===== src/rtl/core/bta_pkg.sv =====
`timescale 1ns / 1ps
`default_nettype none
// ----------------------------------------------------------------------------
// bta_pkg: shared types and constants
// Heap geometry, tag flags, status codes, sequencer states and tag helpers.
// ----------------------------------------------------------------------------
package bta_pkg;

  localparam int HeapBytes = 65536;
  localparam int TagWords  = HeapBytes / 4;
  localparam int AddrW     = $clog2(TagWords);
  localparam int TagW      = 16;
  localparam int AluW      = 17;

  localparam logic [TagW-1:0] FlagFree  = 16'h0001;
  localparam logic [TagW-1:0] FlagStart = 16'h0002;
  localparam logic [TagW-1:0] FlagEnd   = 16'h0004;

  typedef enum logic [1:0] {
    ST_OK   = 2'd0,
    ST_ZERO = 2'd1,
    ST_FULL = 2'd2,
    ST_NULL = 2'd3
  } status_t;

  typedef enum logic {
    ALU_ADD = 1'b0,
    ALU_SUB = 1'b1
  } alu_op_t;

  typedef enum logic [4:0] {
    S_IDLE,
    S_SETUP,
    S_A_CHK,
    S_A_WR,
    S_F_HS,
    S_F_FT,
    S_F_RDN,
    S_F_NT,
    S_F_MW0,
    S_F_MW1,
    S_F_RDF,
    S_F_FW,
    S_F_PT,
    S_F_HH,
    S_F_PF,
    S_OUT
  } state_t;

  // payload size in tag words (size bytes / 4)
  function automatic logic [AddrW-1:0] tag_words(input logic [TagW-1:0] t);
    tag_words = {t[TagW-1:3], 1'b0};
  endfunction

  // payload size in bytes
  function automatic logic [TagW-1:0] tag_bytes(input logic [TagW-1:0] t);
    tag_bytes = {t[TagW-1:3], 3'b000};
  endfunction

endpackage
`default_nettype wire


===== src/rtl/core/bta_alu.sv =====
`timescale 1ns / 1ps
`default_nettype none
// ----------------------------------------------------------------------------
// bta_alu: shared address adder
// Add or subtract unit shared by the address and size steps of the sequencer.
// ----------------------------------------------------------------------------
module bta_alu (
  input  wire bta_pkg::alu_op_t           op,
  input  wire logic [bta_pkg::AluW-1:0]   a,
  input  wire logic [bta_pkg::AluW-1:0]   b,
  output logic      [bta_pkg::AluW-1:0]   y
);
  import bta_pkg::*;

  // add or subtract
  always_comb begin
    case (op)
      ALU_ADD: y = a + b;
      ALU_SUB: y = a - b;
      default: y = a + b;
    endcase
  end

endmodule
`default_nettype wire


===== config.mk =====
export PLATFORM = sky130hd
export DESIGN_NAME = bta_alu
export DESIGN_NICKNAME = d
export VERILOG_FILES = /design/src/rtl/core/bta_pkg.sv /design/src/rtl/core/bta_alu.sv
export SDC_FILE = /design/constraint.sdc
export NUM_CORES = 1
export LEC_CHECK = 0
export BUFFER_PORTS_ARGS = -buffer_cell sky130_fd_sc_hd__buf_2
export CAP_MARGIN = 5
export CORE_MARGIN = 10
export CORE_UTILIZATION = 36
export DETAILED_ROUTE_END_ITERATION = 10
export SLEW_MARGIN = 20
export SYNTH_ARGS = -nofsm -noshare
export SYNTH_HDL_FRONTEND = slang
export SYNTH_SLANG_ARGS = --single-unit

===== constraint.sdc =====
create_clock -name vclk -period 5.76
set_input_delay 0.288 -clock vclk [all_inputs]
set_output_delay 0.288 -clock vclk [all_outputs]
set_load 0.005 [all_outputs]

==> qor.yml <==
sta:
  finalSetupViolCount: 0
  holdWs_ns: 0.950
  period_minus_slack_ns: 3.47
  final.setup.tns_ns: 0
  post-route-period-util_pct: 60.3
  hold_viol: 0
  grt_setup_unrepaired: "false"
  slew_headroom_pct: 67.7
  final_max_slew_viol_count: 0
  fin_ws_ns: 2.29
  max_slew.worst_pin.slew_ns: 0.482
  timing.fmax_mhz: 288
setup_path:
  crit_chain: "buf_2 > inv_1 > ha_1 > or4b_4 > o41ai_1 > xor2_1 > ha_1 > a21oi_1 > o21ai_0 > a221o_1 > a21oi_1 > xnor2_1 > buf_2"
  path_depth: 13
  cp_slowest_cell: "or4b_4"
  path_class: "in2out"
  worst-path-buf-inv: 3
  cp-start-kind: "input port"
  path_delay_family: "compound AO/OA/AOI/OAI gates"
  end_kind: "primary output"
  max_stage_delay_ns: 0.50
  cp.arrival_ns: 3.18
  cp_max_fo: 8
  required_ns: 5.47
final_layout:
  design.seq.count: 0
  ff_latch_area_um2: 0
  fin_area_mm2: 0.00143
  nClkBuffers: 0
  fin_util_pct: 47.2
  syn_to_final_growth_pct: 26.6
  finalNonFillerCells: 249
  final_nets: 260
  nFillCells: 321
  final_layout_size_suffix_gt1_share_pct: 28.8
  antenna_cells: 0
floorplan:
  rows: 20
  die_y_um: 76.0
  ios: 52
  die_w_um: 76.0
  start_util_pct: 37.3
  design.core.area_mm2: 0.00303
  die_area_mm2: 0.00577
global_route:
  track_usage_pct: 11.6
  first_global_vias: 1383
  grt_max_degree: 13
  antenna_found_initial: 0
  grt_remaining_overflow: 0
  grt_pass1_wl_mm: 6.13
pwr:
  power_mw: 0.220
  power_frac_comb_pct: 100.0
  switching_power_mw: 0.117
  vdd_drop_max_mv: 0.0562
  p_sw_share_pct: 53.1
  clkPwrFrac_pct: 0
  p_leak_nw: 0.674
  intPower_mw: 0.103
  power_density_mw_per_mm2: 154
  pwr-share-seq_pct: 0
run_status:
  status: "finished clean"
synthesis:
  syn_nets: 210
  synth_top_area_share_pct: 18.8
  synth_most_common_cell: "xnor2_1"
  yosys-top-cells-area: "ha_1 19%, xnor2_1 16%, a21oi_1 7.5%"
  synth_area_mm2: 0.00113
  ys_seq_area_share_pct: 0
  avgSynthCellArea_um2: 7.19
  synthTopCellsByCount: "21 x xnor2_1, 17 x a21oi_1, 17 x ha_1, 17 x nor2_1, 14 x inv_1"
  synth.distinct_cells: 43
  synth_top_area_cell: "ha_1"
  post_synth_inst_count: 157
  yosys_warnings: 0
placed_design:
  place_area_mm2: 0.00143
  post-dp-hpwl_mm: 3.09
  dp.cells: 249
  portBuffers: 52
  place.gp.congestion: 0.829
  place_ws_ns: 2.30
route:
  postRouteAntennaNets: 0
  drt_wl_total_mm: 3.43
  drc: 0
  num_vias: 1302
  avgViaCountPerCell: 5.23
  drt_iter0_markers: 111
  wl_per_cell_um: 13.8
  drt-pass1-iter-count: 4
clock_tree:
  postCtsHoldBufs: 0
  postCtsSetupRepairBufs: 0
  ctsResizeCount: 0
run:
  max-cap-violations: 0
worst_hold_path:
  hold_depth: 4
  min_path_type: "in2out"
[layout make-up]
class / instances / area (um2) / area share [%]
repair buffers: 52 / 260 / 18.2
inverters: 14 / 52.6 / 3.68
multi-input cells: 139 / 1060 / 74.3
well taps: 44 / 55.1 / 3.85
[worst paths after layout]
check | slack, ns | from | end
hold / removal | 0.95 | b[0] | y[0]
setup / recovery | 2.29 | b[0] | y[15]
[worst min-delay path: stages]
cell   delay [ns]
buf_2        0.11
ha_1         0.12
inv_1        0.03
buf_2        0.11
[layout by cell type (no fill, tap or decap), drive strengths merged, types with 2 or more instances in the layout]
cell type	count
inv	14
o21ai	10
nor4	3
nand2	6
o31ai	2
o21bai	2
a21o	3
or4	3
xor2	9
ha	17
a31oi	2
buf	52
nor3	2
nor2	17
nand4	3
xnor2	22
a21oi	18
[per-layer routing]
metal | global-route usage [%] | wire length (um) | part of all wire (%) | up-vias
li1 | - | - | - | 672
met1 | 14.4 | 1460 | 43 | 591
met2 | 21.9 | 1850 | 54 | 35
met3 | 0.943 | 99 | 2.9 | 4
met4 | 0 | 20 | 0.58 | 0
met5 | 0 | 0 | 0 | -
[kinds of logic (layout without fill, tap and decap cells)]
family	count (synthesis)	count (layout)	synth area share (%)
AO/OA/AOI/OAI	48	48	27.4
adder cells (fa/ha/maj)	18	18	20.6
multiplexers	1	1	0.887
AND/OR/NAND/NOR	41	41	20.4
XOR/XNOR	31	31	24.7
buffers and inverters	18	66	5.99
[power groups by stage]
stage / Clock, mW / Sequential (mW) / Combinational [mW]
3_5_place_dp: 0 / 0 / 0.221
3_3_place_gp: 0 / 0 / 0.219
4_1_cts: 0 / 0 / 0.222
6_report: 0 / 0 / 0.220
5_1_grt: 0 / 0 / 0.248
2_1_floorplan: 0 / 0 / 0.139
No activity file was read; power rests on OpenSTA's default activity.
